File: config.mk
export PLATFORM = sky130hd
export DESIGN_NAME = led_notification_mode_controller_top
export DESIGN_NICKNAME = d
export VERILOG_FILES = /design/src/sv/lmc_pkg.sv /design/src/sv/lmc_front.sv /design/src/sv/lmc_queue.sv /design/src/sv/lmc_back.sv /design/src/sv/led_notification_mode_controller_top.sv
export SDC_FILE = /design/constraint.sdc
export NUM_CORES = 1
export LEC_CHECK = 0
export BUFFER_PORTS_ARGS = -buffer_cell sky130_fd_sc_hd__buf_4
export CAP_MARGIN = 5
export CORE_ASPECT_RATIO = 1.4
export CORE_UTILIZATION = 45
export DETAILED_ROUTE_END_ITERATION = 16
export HOLD_SLACK_MARGIN = 0.15
export PLACE_DENSITY_LB_ADDON = 0.3
export SLEW_MARGIN = 20
export SYNTH_ARGS = -nofsm -noshare
export SYNTH_HDL_FRONTEND = slang
export SYNTH_HIERARCHICAL = 1
export SYNTH_SLANG_ARGS = --single-unit
File: constraint.sdc
create_clock -name clk -period 11.7 [get_ports clk]
set_clock_uncertainty 0.1 [all_clocks]
set_input_delay 2.34 -clock clk [delete_from_list [all_inputs] [get_ports clk]]
set_output_delay 2.34 -clock clk [all_outputs]
set_load 0.05 [all_outputs]
File: src/sv/lmc_pkg.sv
`timescale 1ns / 1ps
// ----------------------------------------------------------------------------
// LED notification mode controller package
// Shared widths, request and command codes, palette and queue word types.
// ----------------------------------------------------------------------------
package lmc_pkg;

    localparam int CMD_W   = 3;
    localparam int COLOR_W = 24;
    localparam int ACT_W   = 3;
    localparam int VAL_W   = 8;
    localparam int SKIP_W  = 2;
    localparam int MODE_W  = 2;
    localparam int CNT_W   = 2;
    localparam int DIST_W  = 10;
    localparam int LUMA_W  = 16;
    localparam int NUM_PAL = 7;
    localparam int IDX_W   = 3;
    localparam int QDEPTH  = 4;
    localparam int QPTR_W  = 2;
    localparam int QCNT_W  = 3;

    localparam logic [CMD_W-1:0] CMD_BACKLIGHT = 3'd0;
    localparam logic [CMD_W-1:0] CMD_BUTTONS   = 3'd1;
    localparam logic [CMD_W-1:0] CMD_NOTIFY    = 3'd2;
    localparam logic [CMD_W-1:0] CMD_ATTENTION = 3'd3;
    localparam logic [CMD_W-1:0] CMD_BATTERY   = 3'd4;

    localparam logic [ACT_W-1:0] ACT_BRIGHT  = 3'd0;
    localparam logic [ACT_W-1:0] ACT_RESET   = 3'd1;
    localparam logic [ACT_W-1:0] ACT_MODE    = 3'd2;
    localparam logic [ACT_W-1:0] ACT_LOWER   = 3'd3;
    localparam logic [ACT_W-1:0] ACT_RED_DIM = 3'd4;
    localparam logic [ACT_W-1:0] ACT_BTN_ON  = 3'd5;
    localparam logic [ACT_W-1:0] ACT_BTN_OFF = 3'd6;

    localparam logic [MODE_W-1:0] MODE_NONE      = 2'd0;
    localparam logic [MODE_W-1:0] MODE_NOTIFY    = 2'd1;
    localparam logic [MODE_W-1:0] MODE_ATTENTION = 2'd2;
    localparam logic [MODE_W-1:0] MODE_BATTERY   = 2'd3;

    localparam logic [CNT_W-1:0]  CNT_MAX       = 2'd3;
    localparam logic [SKIP_W-1:0] SKIP_RESET    = 2'd2;
    localparam logic [VAL_W-1:0]  CH_BTN_A      = 8'd5;
    localparam logic [VAL_W-1:0]  CH_BTN_B      = 8'd6;
    localparam logic [IDX_W-1:0]  IDX_RED       = 3'd1;
    localparam logic [DIST_W-1:0] DIST_INIT     = 10'd765;
    localparam logic [LUMA_W-1:0] LUMA_KR       = 16'd77;
    localparam logic [LUMA_W-1:0] LUMA_KG       = 16'd150;
    localparam logic [LUMA_W-1:0] LUMA_KB       = 16'd29;

    localparam logic [7:0] PAL_R [NUM_PAL] = '{8'd255, 8'd0, 8'd255, 8'd0, 8'd160, 8'd0, 8'd255};
    localparam logic [7:0] PAL_G [NUM_PAL] = '{8'd0, 8'd255, 8'd255, 8'd0, 8'd32, 8'd255, 8'd255};
    localparam logic [7:0] PAL_B [NUM_PAL] = '{8'd0, 8'd0, 8'd0, 8'd255, 8'd240, 8'd255, 8'd255};

    typedef struct packed {
        logic [ACT_W-1:0] action;
        logic [VAL_W-1:0] value;
    } result_t;

    typedef struct packed {
        logic    two;
        result_t res0;
        result_t res1;
    } entry_t;

    function automatic logic [DIST_W-1:0] absdiff8(input logic [7:0] a, input logic [7:0] b);
        logic [DIST_W-1:0] d;
        begin
            if (a > b)
            begin
                d = {2'b00, a} - {2'b00, b};
            end
            else
            begin
                d = {2'b00, b} - {2'b00, a};
            end
            return d;
        end
    endfunction

endpackage

File: src/sv/lmc_front.sv
`timescale 1ns / 1ps
// ----------------------------------------------------------------------------
// LED controller front end
// Computes luma and palette distances, then classifies each request,
// updates pattern mode and attention count, and queues its commands.
// ----------------------------------------------------------------------------
module lmc_front (
    input  logic                         clk,
    input  logic                         rst_n,
    input  logic                         in_valid,
    output logic                         in_ready,
    input  logic [lmc_pkg::CMD_W-1:0]    in_cmd,
    input  logic [lmc_pkg::COLOR_W-1:0]  in_color,
    input  logic [lmc_pkg::SKIP_W-1:0]   attention_skip,
    input  logic                         q_full,
    output logic                         push,
    output lmc_pkg::entry_t              push_data
);
    import lmc_pkg::*;

    logic [7:0]        red, green, blue;
    logic [LUMA_W-1:0] luma_full;
    logic [DIST_W-1:0] dist_next [NUM_PAL];

    logic              s1_valid_reg, s1_valid_next;
    logic [CMD_W-1:0]  s1_cmd_reg, s1_cmd_next;
    logic              s1_on_reg, s1_on_next;
    logic [VAL_W-1:0]  s1_luma_reg, s1_luma_next;
    logic [DIST_W-1:0] s1_dist_reg [NUM_PAL];

    logic [MODE_W-1:0] mode_reg, mode_next;
    logic [CNT_W-1:0]  att_cnt_reg, att_cnt_next;

    logic              advance;
    logic [DIST_W-1:0] best;
    logic [IDX_W-1:0]  best_idx;
    logic [CNT_W-1:0]  att_cnt_inc;
    logic [1:0]        n_res;
    result_t           main_res;
    entry_t            entry;

    assign red   = in_color[23:16];
    assign green = in_color[15:8];
    assign blue  = in_color[7:0];

    always_comb
    begin
        luma_full = LUMA_KR * {8'd0, red} + LUMA_KG * {8'd0, green} + LUMA_KB * {8'd0, blue};
        for (int i = 0; i < NUM_PAL; i++)
        begin
            dist_next[i] = absdiff8(red, PAL_R[i]) + absdiff8(green, PAL_G[i])
                         + absdiff8(blue, PAL_B[i]);
        end
    end

    assign advance  = s1_valid_reg && !q_full;
    assign in_ready = !s1_valid_reg || advance;

    always_comb
    begin
        s1_valid_next = in_ready ? in_valid : s1_valid_reg;
        s1_cmd_next   = in_cmd;
        s1_on_next    = (in_color != '0);
        s1_luma_next  = luma_full[LUMA_W-1:8];
    end

    always_ff @(posedge clk or negedge rst_n)
    begin
        if (!rst_n)
        begin
            s1_valid_reg <= 1'b0;
        end
        else
        begin
            s1_valid_reg <= s1_valid_next;
        end
    end

    always_ff @(posedge clk)
    begin
        if (in_valid && in_ready)
        begin
            s1_cmd_reg  <= s1_cmd_next;
            s1_on_reg   <= s1_on_next;
            s1_luma_reg <= s1_luma_next;
            for (int i = 0; i < NUM_PAL; i++)
            begin
                s1_dist_reg[i] <= dist_next[i];
            end
        end
    end

    // Strictly smaller distance wins, so the first of equal candidates is kept.
    always_comb
    begin
        best     = DIST_INIT;
        best_idx = '0;
        for (int i = 0; i < NUM_PAL; i++)
        begin
            if (s1_dist_reg[i] < best)
            begin
                best     = s1_dist_reg[i];
                best_idx = IDX_W'(i);
            end
        end
        best_idx = best_idx + IDX_W'(1);
    end

    assign att_cnt_inc = (att_cnt_reg == CNT_MAX) ? att_cnt_reg : att_cnt_reg + CNT_W'(1);

    always_comb
    begin
        n_res        = 2'd0;
        entry        = '0;
        main_res     = '0;
        mode_next    = mode_reg;
        att_cnt_next = att_cnt_reg;
        case (s1_cmd_reg)
            CMD_BACKLIGHT:
            begin
                entry.res0 = '{action: ACT_BRIGHT, value: s1_luma_reg};
                entry.res1 = '{action: ACT_RESET, value: '0};
                if (!s1_on_reg && mode_reg == MODE_ATTENTION)
                begin
                    n_res     = 2'd2;
                    mode_next = MODE_NONE;
                end
                else
                begin
                    n_res = 2'd1;
                end
            end
            CMD_BUTTONS:
            begin
                n_res = 2'd2;
                entry.res0.action = s1_on_reg ? ACT_BTN_ON : ACT_BTN_OFF;
                entry.res0.value  = CH_BTN_A;
                entry.res1.action = s1_on_reg ? ACT_BTN_ON : ACT_BTN_OFF;
                entry.res1.value  = CH_BTN_B;
            end
            CMD_NOTIFY, CMD_ATTENTION, CMD_BATTERY:
            begin
                if (s1_cmd_reg == CMD_ATTENTION)
                begin
                    att_cnt_next = att_cnt_inc;
                end
                if (s1_cmd_reg == CMD_ATTENTION && s1_on_reg
                    && {1'b0, att_cnt_inc} <= {1'b0, attention_skip})
                begin
                    n_res = 2'd0;
                end
                else
                begin
                    if (s1_cmd_reg == CMD_ATTENTION)
                    begin
                        main_res  = '{action: ACT_LOWER, value: '0};
                        mode_next = s1_on_reg ? MODE_ATTENTION : MODE_NONE;
                    end
                    else if (s1_cmd_reg == CMD_BATTERY && best_idx == IDX_RED)
                    begin
                        main_res  = '{action: ACT_RED_DIM, value: '0};
                        mode_next = s1_on_reg ? MODE_BATTERY : MODE_NONE;
                    end
                    else
                    begin
                        main_res  = '{action: ACT_MODE, value: {5'd0, best_idx}};
                        if (s1_cmd_reg == CMD_NOTIFY)
                        begin
                            mode_next = s1_on_reg ? MODE_NOTIFY : MODE_NONE;
                        end
                        else
                        begin
                            mode_next = s1_on_reg ? MODE_BATTERY : MODE_NONE;
                        end
                    end
                    if (mode_reg != MODE_NONE)
                    begin
                        entry.res0 = '{action: ACT_RESET, value: '0};
                        entry.res1 = main_res;
                        n_res      = s1_on_reg ? 2'd2 : 2'd1;
                    end
                    else
                    begin
                        entry.res0 = main_res;
                        n_res      = s1_on_reg ? 2'd1 : 2'd0;
                    end
                end
            end
            default:
            begin
                n_res = 2'd0;
            end
        endcase
        entry.two = (n_res == 2'd2);
    end

    assign push      = advance && (n_res != 2'd0);
    assign push_data = entry;

    always_ff @(posedge clk or negedge rst_n)
    begin
        if (!rst_n)
        begin
            mode_reg    <= MODE_NONE;
            att_cnt_reg <= '0;
        end
        else if (advance)
        begin
            mode_reg    <= mode_next;
            att_cnt_reg <= att_cnt_next;
        end
    end

endmodule

File: src/sv/lmc_queue.sv
`timescale 1ns / 1ps
// ----------------------------------------------------------------------------
// LED controller command queue
// Small FIFO of per-request command words between front and back end.
// ----------------------------------------------------------------------------
module lmc_queue (
    input  logic            clk,
    input  logic            rst_n,
    input  logic            push,
    input  lmc_pkg::entry_t push_data,
    output logic            full,
    input  logic            pop,
    output lmc_pkg::entry_t pop_data,
    output logic            empty
);
    import lmc_pkg::*;

    entry_t            mem [QDEPTH];
    logic [QPTR_W-1:0] wr_ptr_reg, wr_ptr_next;
    logic [QPTR_W-1:0] rd_ptr_reg, rd_ptr_next;
    logic [QCNT_W-1:0] count_reg, count_next;
    logic              do_push, do_pop;

    assign full     = (count_reg == QCNT_W'(QDEPTH));
    assign empty    = (count_reg == '0);
    assign do_push  = push && !full;
    assign do_pop   = pop && !empty;
    assign pop_data = mem[rd_ptr_reg];

    always_comb
    begin
        wr_ptr_next = do_push ? wr_ptr_reg + QPTR_W'(1) : wr_ptr_reg;
        rd_ptr_next = do_pop ? rd_ptr_reg + QPTR_W'(1) : rd_ptr_reg;
        count_next  = count_reg;
        if (do_push && !do_pop)
        begin
            count_next = count_reg + QCNT_W'(1);
        end
        else if (do_pop && !do_push)
        begin
            count_next = count_reg - QCNT_W'(1);
        end
    end

    always_ff @(posedge clk or negedge rst_n)
    begin
        if (!rst_n)
        begin
            wr_ptr_reg <= '0;
            rd_ptr_reg <= '0;
            count_reg  <= '0;
        end
        else
        begin
            wr_ptr_reg <= wr_ptr_next;
            rd_ptr_reg <= rd_ptr_next;
            count_reg  <= count_next;
        end
    end

    always_ff @(posedge clk)
    begin
        if (do_push)
        begin
            mem[wr_ptr_reg] <= push_data;
        end
    end

endmodule

File: src/sv/lmc_back.sv
`timescale 1ns / 1ps
// ----------------------------------------------------------------------------
// LED controller back end
// Unpacks queued command words into single result words on the output.
// ----------------------------------------------------------------------------
module lmc_back (
    input  logic                       clk,
    input  logic                       rst_n,
    input  logic                       q_empty,
    input  lmc_pkg::entry_t            pop_data,
    output logic                       pop,
    output logic                       out_valid,
    input  logic                       out_ready,
    output logic [lmc_pkg::ACT_W-1:0]  out_action,
    output logic [lmc_pkg::VAL_W-1:0]  out_value,
    output logic                       out_last
);
    import lmc_pkg::*;

    logic    idx_reg, idx_next;
    logic    valid_reg, valid_next;
    result_t res_reg, res_next;
    logic    last_reg, last_next;
    logic    load, is_last;

    assign load    = (!valid_reg || out_ready) && !q_empty;
    assign is_last = !pop_data.two || idx_reg;
    assign pop     = load && is_last;

    always_comb
    begin
        idx_next   = idx_reg;
        valid_next = valid_reg;
        res_next   = idx_reg ? pop_data.res1 : pop_data.res0;
        last_next  = is_last;
        if (load)
        begin
            idx_next   = !is_last;
            valid_next = 1'b1;
        end
        else if (out_ready)
        begin
            valid_next = 1'b0;
        end
    end

    always_ff @(posedge clk or negedge rst_n)
    begin
        if (!rst_n)
        begin
            idx_reg   <= 1'b0;
            valid_reg <= 1'b0;
        end
        else
        begin
            idx_reg   <= idx_next;
            valid_reg <= valid_next;
        end
    end

    always_ff @(posedge clk)
    begin
        if (load)
        begin
            res_reg  <= res_next;
            last_reg <= last_next;
        end
    end

    assign out_valid  = valid_reg;
    assign out_action = res_reg.action;
    assign out_value  = res_reg.value;
    assign out_last   = last_reg;

endmodule

File: src/sv/led_notification_mode_controller_top.sv
`timescale 1ns / 1ps
// ----------------------------------------------------------------------------
// LED notification mode controller
// Turns light requests into LED driver commands, up to two per request.
// A request passes the front-end register, the queue and the output register.
// Throughput: one request per cycle enters while the queue is not full; the output
// stage delivers one result word per cycle while the output is ready.
// Reset clears pattern mode, attention count and all valid state; the skip
// register resets to two.
// ----------------------------------------------------------------------------
module led_notification_mode_controller_top (
    input  logic                          clk,
    input  logic                          rst_n,
    input  logic                          s_axis_tvalid,
    output logic                          s_axis_tready,
    input  logic [lmc_pkg::COLOR_W-1:0]   s_axis_tdata,   // color
    input  logic [lmc_pkg::CMD_W-1:0]     s_axis_tuser,   // cmd
    output logic                          m_axis_tvalid,
    input  logic                          m_axis_tready,
    output logic [lmc_pkg::VAL_W-1:0]     m_axis_tdata,   // value
    output logic [lmc_pkg::ACT_W-1:0]     m_axis_tuser,   // action
    output logic                          m_axis_tlast,
    input  logic                          cfg_we,
    input  logic [lmc_pkg::SKIP_W-1:0]    cfg_wdata
);
    import lmc_pkg::*;

    logic [SKIP_W-1:0] skip_reg, skip_next;
    logic              push, pop, q_full, q_empty;
    entry_t            push_data, pop_data;

    assign skip_next = cfg_we ? cfg_wdata : skip_reg;

    always_ff @(posedge clk or negedge rst_n)
    begin
        if (!rst_n)
        begin
            skip_reg <= SKIP_RESET;
        end
        else
        begin
            skip_reg <= skip_next;
        end
    end

    lmc_front u_front (
        .clk            (clk),
        .rst_n          (rst_n),
        .in_valid       (s_axis_tvalid),
        .in_ready       (s_axis_tready),
        .in_cmd         (s_axis_tuser),
        .in_color       (s_axis_tdata),
        .attention_skip (skip_reg),
        .q_full         (q_full),
        .push           (push),
        .push_data      (push_data)
    );

    lmc_queue u_queue (
        .clk       (clk),
        .rst_n     (rst_n),
        .push      (push),
        .push_data (push_data),
        .full      (q_full),
        .pop       (pop),
        .pop_data  (pop_data),
        .empty     (q_empty)
    );

    lmc_back u_back (
        .clk        (clk),
        .rst_n      (rst_n),
        .q_empty    (q_empty),
        .pop_data   (pop_data),
        .pop        (pop),
        .out_valid  (m_axis_tvalid),
        .out_ready  (m_axis_tready),
        .out_action (m_axis_tuser),
        .out_value  (m_axis_tdata),
        .out_last   (m_axis_tlast)
    );

endmodule
# After elaboration in Yosys (flattened, before gate mapping)
# Memories as Yosys holds them, arrays and structs flattened.
# Cells that the tools add are included.
word_totals:
  wordCells: 171
  memories: 2
  reg_bits: 40
  latch_bits: 0
  input_bits: 34
  ram_bits: 162
  output_inout_bits: 14
  romBits: 0
classes:
  n_bitwise: 0
  div_mod_pow: 0
  n_eq_ne: 11
  multipliers: 3
  n_addsub: 35
  shifts: 0
  reduce_logical: 36
  n_lt_le_gt_ge: 17
  n_mux: 52
memory_table:
  columns: ["name", "words", "word_bits", "rd", "rd_ports_with_merged_regs", "write_ports", "line_no", "text"]
  rows:
  - ["u_queue.mem", 4, 23, 1, 0, 1, "lmc_queue.sv:18", "entry_t mem [QDEPTH];"]
  - ["u_front.s1_dist_reg", 7, 10, 7, 0, 7, "lmc_front.sv:29", "logic [DIST_W-1:0] s1_dist_reg [NUM_PAL];"]
ops:
  columns: ["operator", "count"]
  rows:
  - ["10-bit two-way mux", 15]
  - ["10-bit adder", 12]
  - ["22-bit one-hot mux with 3 select lines", 1]
  - ["10-bit < comparator", 6]
  - ["11-bit two-way mux", 5]
  - ["8-bit by 8-bit subtractor with 9-bit output, first input constant", 5]
  - ["8-bit by 8-bit subtractor with 9-bit output, second input constant", 5]
  - ["8-bit > comparator, second input constant", 5]
  - ["7-bit by 8-bit multiplier with 15-bit output, first input constant", 2]
  - ["2-bit two-way mux", 15]
  - ["1-bit by 8-bit subtractor with 9-bit output, first input constant", 3]
  - ["8-bit by 1-bit > comparator with 1-bit output, second input constant", 3]
  - ["24-bit nonzero test", 1]
  - ["22-bit two-way mux", 1]
  - ["15-bit by 16-bit adder with 16-bit output", 1]
  - ["16-bit by 13-bit adder with 16-bit output", 1]
  - ["3-bit two-way mux", 5]
  - ["1-bit logical AND", 13]
  - ["5-bit by 8-bit multiplier with 13-bit output, first input constant", 1]
  - ["10-bit < comparator, second input constant", 1]
  - ["2-bit nonzero test", 5]
  - ["1-bit zero test", 9]
  - ["6-bit by 8-bit subtractor with 9-bit output, first input constant", 1]
  - ["8-bit by 6-bit subtractor with 9-bit output, second input constant", 1]
  - ["19 further kinds", 37]

# Depth between registers and ports, before layout
# An unclocked memory read counts as a cell.
logic_depth:
  depth_word: 23
  ltp_mapped: 70
  ltp_nobuf: 65

# Cells and area by module
# Netlist, hierarchy kept.
by_module_without_submodules:
  columns: ["module", "cells_each", "area_each_um2", "instances", "seq_area_each_um2"]
  rows:
  - ["lmc_front", 1482, 13659.4, 1, 2527.4]
  - ["lmc_queue", 157, 3773.6, 1, 2937.8]
  - ["lmc_back", 34, 628.1, 1, 410.4]
  - ["led_notification_mode_controller_top", 4, 73.8, 1, 51.3]

# Worst setup path before layout
# Ideal clock, no wire load.
synth_path:
  path_type: "register to register"
  from: "memory u_front.s1_dist_reg[0][0]"
  to: "memory u_queue/mem[0][2] (netlist bit) (data pin)"
  setup_time_ns: 0.272
  stages_incl_launch_ff: 64
  required_ns: 11.328
  period_less_slack_ns: 12.932
  n_path_buf: 6
  setup_slack_ns: -1.232
  arrival_ns: 12.560
  cell_sequence: "edfxtp_1 o211ai_1 nor2_1 o21ai_0 nand2_1 ha_1 o2111ai_1 nor3_1 o31ai_1 nand2b_1 clkbuf_1 mux2i_1 inv_1 ha_1 and2_1 o311a_2 a211oi_1 o41ai_1 (+28 left out) buf_4 buf_2 a21o_1 ha_1 a21o_1 a21o_1 a21o_1 a21o_1 a21o_1 a21o_2 a21o_2 o21bai_1 a21boi_1 ha_1 inv_1 and4_4 nor3_1 a311o_1"
synth_lines:
  columns: ["item", "line_no"]
  rows:
  - ["start: declaration", "lmc_front.sv:29"]
  - ["end: declaration", "lmc_queue.sv:18"]

==> flow_summary_export.csv <==
group,metric,value,unit
worst_setup_path,r2r_start,"u_front/s1_dist_reg[0][1]",
min_path,whs_endpoint,"u_front/att_cnt_reg[1]",
route,drt_pass1_iterations,5,
synthesis,synth_edf_count,184,
synthesis,synth-seq-cells,200,
sta,period_needed,12.42,ns
placed_design,dp_hpwl,34600,um
grt,grt_overflow_total,0,
worst_setup_path,reg2reg_depth,68,
die,core,0.0396,mm^2
cts,h-tree-depth,4,
sta,rsz0062_at_grt,"yes",
cts,cts-root-buf,"clkbuf_16",
pwr,switching_power,0.00293,W
worst_setup_path,cp.required,11.91,ns
placed_design,io_buffers,47,
pwr,p_clk_share,8.2,%
sta,drv_slew,0,
sta,worst_slew_pin_slew,1.13,ns
synthesis,async_flop_share,8.00,%
min_path,hold_depth,1,
die,num_rows,86,
die,start_util,45.8,%
pwr,p_sw_share,43.1,%
pwr,p_leak,9.84,nW
grt,grt_start_max_net_pins,78,
placed_design,gp_congestion,0.931,
sta,max_slew_margin,24.0,%
die,die_area,0.0411,mm^2
worst_setup_path,startpoint_type,"flip-flop",
synthesis,synth_top_area_cell,"edfxtp_1",
worst_setup_path,path_max_fanout,6,
min_path,hp-class,"flip-flop to flip-flop",
die,fp.dieW,172,um
worst_setup_path,endpoint_kind,"flip-flop",
synthesis,synth-seq-area-share,32.7,%
route,totalWireLength,43200,um
route,drt_iter0_markers,554,
final_layout,antenna_cells,0,
route,vias_per_cell,5.25,
synthesis,yosysWarnings,6,
worst_setup_path,crit_arrival,12.62,ns
synthesis,synth_cell_types,91,
final_layout,finalNonFillerCells,2415,
worst_setup_path,worstSetupPathType,"flip-flop to flip-flop",
final_layout,layout.nets,2250,
final_layout,area_growth,18.1,%
final_layout,drive_gt1_share,21.2,%
grt,antenna_found_initial,0,
cts,cts.sinks,200,
route,ant_nets,0,
sta,setup_ws,-0.716,ns
synthesis,postSynthCellCount,1677,
sta,timing.final.crit_share,106,%
cts,cts_tree,"yes",
min_path,hp-start,"u_front/att_cnt_reg[1]",
pwr,power.internal,0.00386,W
synthesis,synthFlopType,"edfxtp_1",
pwr,pwr-share-seq,18.7,%
placed_design,dp_cells,2329,
final_layout,fin_area,0.0214,mm^2
route,wl_per_cell,17.9,um
route,drcViolationCount,0,
cts,cts_buffers,17,
route,num_vias,12700,
pwr,ir_worst_vdd,0.000286,V
placed_design,postPlaceCellArea,0.0200,mm^2
pwr,combPwrFrac,73.0,%
run,cap_violations,0,
grt,grt_pass1_wl,69000,um
worst_setup_path,max_stage_delay,0.55,ns
synthesis,netlist.area_leader.share,30.5,%
cts,clk_pin_slew,0.07,ns
worst_setup_path,r2r_slack,-0.72,ns
placed_design,post-place-ws,-0.952,ns
worst_setup_path,crit_slowest_cell,"o41a_4",
sta,hold_viol,0,
pwr,power,0.00678,W
cts,clock_latency,0.45,ns
die,die_h,240,um
grt,grt_pass1_vias,13300,
sta,setup_violations,40,
die,io_pins,48,
final_layout,largest_register_ff_count,92,
grt,track_usage,22.2,%
cts,cts_buffer_depth,2,
synthesis,syn_area,0.0181,mm^2
outcome,failed_checks,"setup timing",
final_layout,post-route-util,54.1,%
synthesis,synth_most_common_cell,"inv_1",
pwr,powerDensity,317,mW/mm^2
worst_setup_path,r2r_end,"u_queue/mem[3][21]",
synthesis,synth.avg_cell_area,10.8,um^2
worst_setup_path,crit_start,"u_front/s1_dist_reg[0][1]",
synthesis,ys_top_cells_by_count,"inv_1 (296), ha_1 (250), edfxtp_1 (184)",
synthesis,synth_area_leaders,"edfxtp_1 (30%), ha_1 (17%), fa_1 (10%)",
outcome,status,"finished with violations",
sta,max_freq,80.5,MHz
## how the worst max path moves through the flow
stage | endpoint | cells past startpoint | slack (ns)
floorplan | u_queue/mem[0][2] | 63 | -0.54
CTS | u_queue/mem[3][9] | 61 | -0.47
finish | u_queue/mem[3][21] | 68 | -0.72
global route | u_queue/mem[2][20] | 66 | -1.30
global placement | u_queue/mem[0][13] | 58 | -0.46
detailed placement | u_queue/mem[3][13] | 63 | -0.95
## final cells by class
class | count | area (um^2)
fill | 3511 | 18200
multi-input combinational | 1136 | 11400
sequential | 200 | 5930
timing repair buffer | 222 | 1740
inverter | 297 | 1120
tap | 528 | 661
clock buffer | 17 | 425
clock inverter | 15 | 141
## power groups by stage
| stage | combinational (W) | clock, W | sequential [W] |
|---|---|---|---|
| after floorplan | 0.00297 | 0 | 0.00129 |
| after global placement | 0.00427 | 0 | 0.00128 |
| after detailed placement | 0.00437 | 0 | 0.00128 |
| after CTS | 0.00468 | 0.000572 | 0.00127 |
| after global routing | 0.00545 | 0.000596 | 0.00129 |
| final | 0.00495 | 0.000559 | 0.00127 |
## worst max-delay path, delay by kind of cell (launching register included)
kind	cells	cell delay (ns)
mux	4	0.90
simple gates	11	1.64
buf+inv	17	2.04
compound gates	30	5.85
flops	1	0.39
fa+ha+maj	6	1.35
## cells in the final DEF, fill, tap and decap left out, drive strengths merged, types with 5 or more instances in the layout
| cell | instances |
|---|---|
| inv | 302 |
| clkbuf | 17 |
| buf | 222 |
| fa | 92 |
| a31oi | 8 |
| nor2b | 18 |
| a211oi | 5 |
| xor2 | 27 |
| o21bai | 32 |
| nand2b | 11 |
| o21a | 12 |
| mux4 | 23 |
| o22ai | 5 |
| nand4 | 15 |
| o21ai | 52 |
| o31ai | 8 |
| edfxtp | 184 |
| nand3 | 12 |
| mux2 | 21 |
| xnor2 | 102 |
| or3 | 9 |
| clkinv | 10 |
| ha | 250 |
| nor3 | 18 |
| a21oi | 105 |
| a21o | 51 |
| and2 | 21 |
| nand2 | 70 |
| conb | 5 |
| nor2 | 62 |
| dfrtp | 15 |
| or2 | 6 |
| mux2i | 38 |
## repair_timing
action                     CTS  global route
gates cloned                 0             0
hold buffers                 0             0
setup endpoints to repair   40            40
pin swaps                   29            25
gates resized for setup     56            32
setup buffers               44            11
## metal layers
layer / track usage, % / up-vias / share of wire, %
li1: - / 6183 / -
met1: 25.2 / 6176 / 40
met2: 40.4 / 234 / 53
met3: 2.41 / 95 / 2.4
met4: 11.7 / 0 / 4.9
met5: 0 / - / 0
## metrics by stage
stage / hold slack [ns] / setup TNS [ns]
floorplan: 0.342 / -18.89
global placement: 0.353 / -14.17
detailed placement: 0.375 / -34.99
CTS: 0.391 / -16.91
global route: 0.400 / -50.50
finish: 0.382 / -26.95
## kinds of logic (layout without fill, tap and decap cells)
| family | Yosys count | count (layout) | synth area share (%) |
|---|---|---|---|
| compound gates | 314 | 314 | 11.7 |
| xor+xnor | 130 | 130 | 6.35 |
| fa+ha+maj | 342 | 342 | 27.4 |
| buf+inv | 345 | 551 | 7.75 |
| flops | 200 | 200 | 32.7 |
| mux | 82 | 82 | 6.59 |
| other cells | 1 | 5 | 0.0207 |
| simple gates | 263 | 263 | 7.52 |
Power figures use the tool's default switching activity.
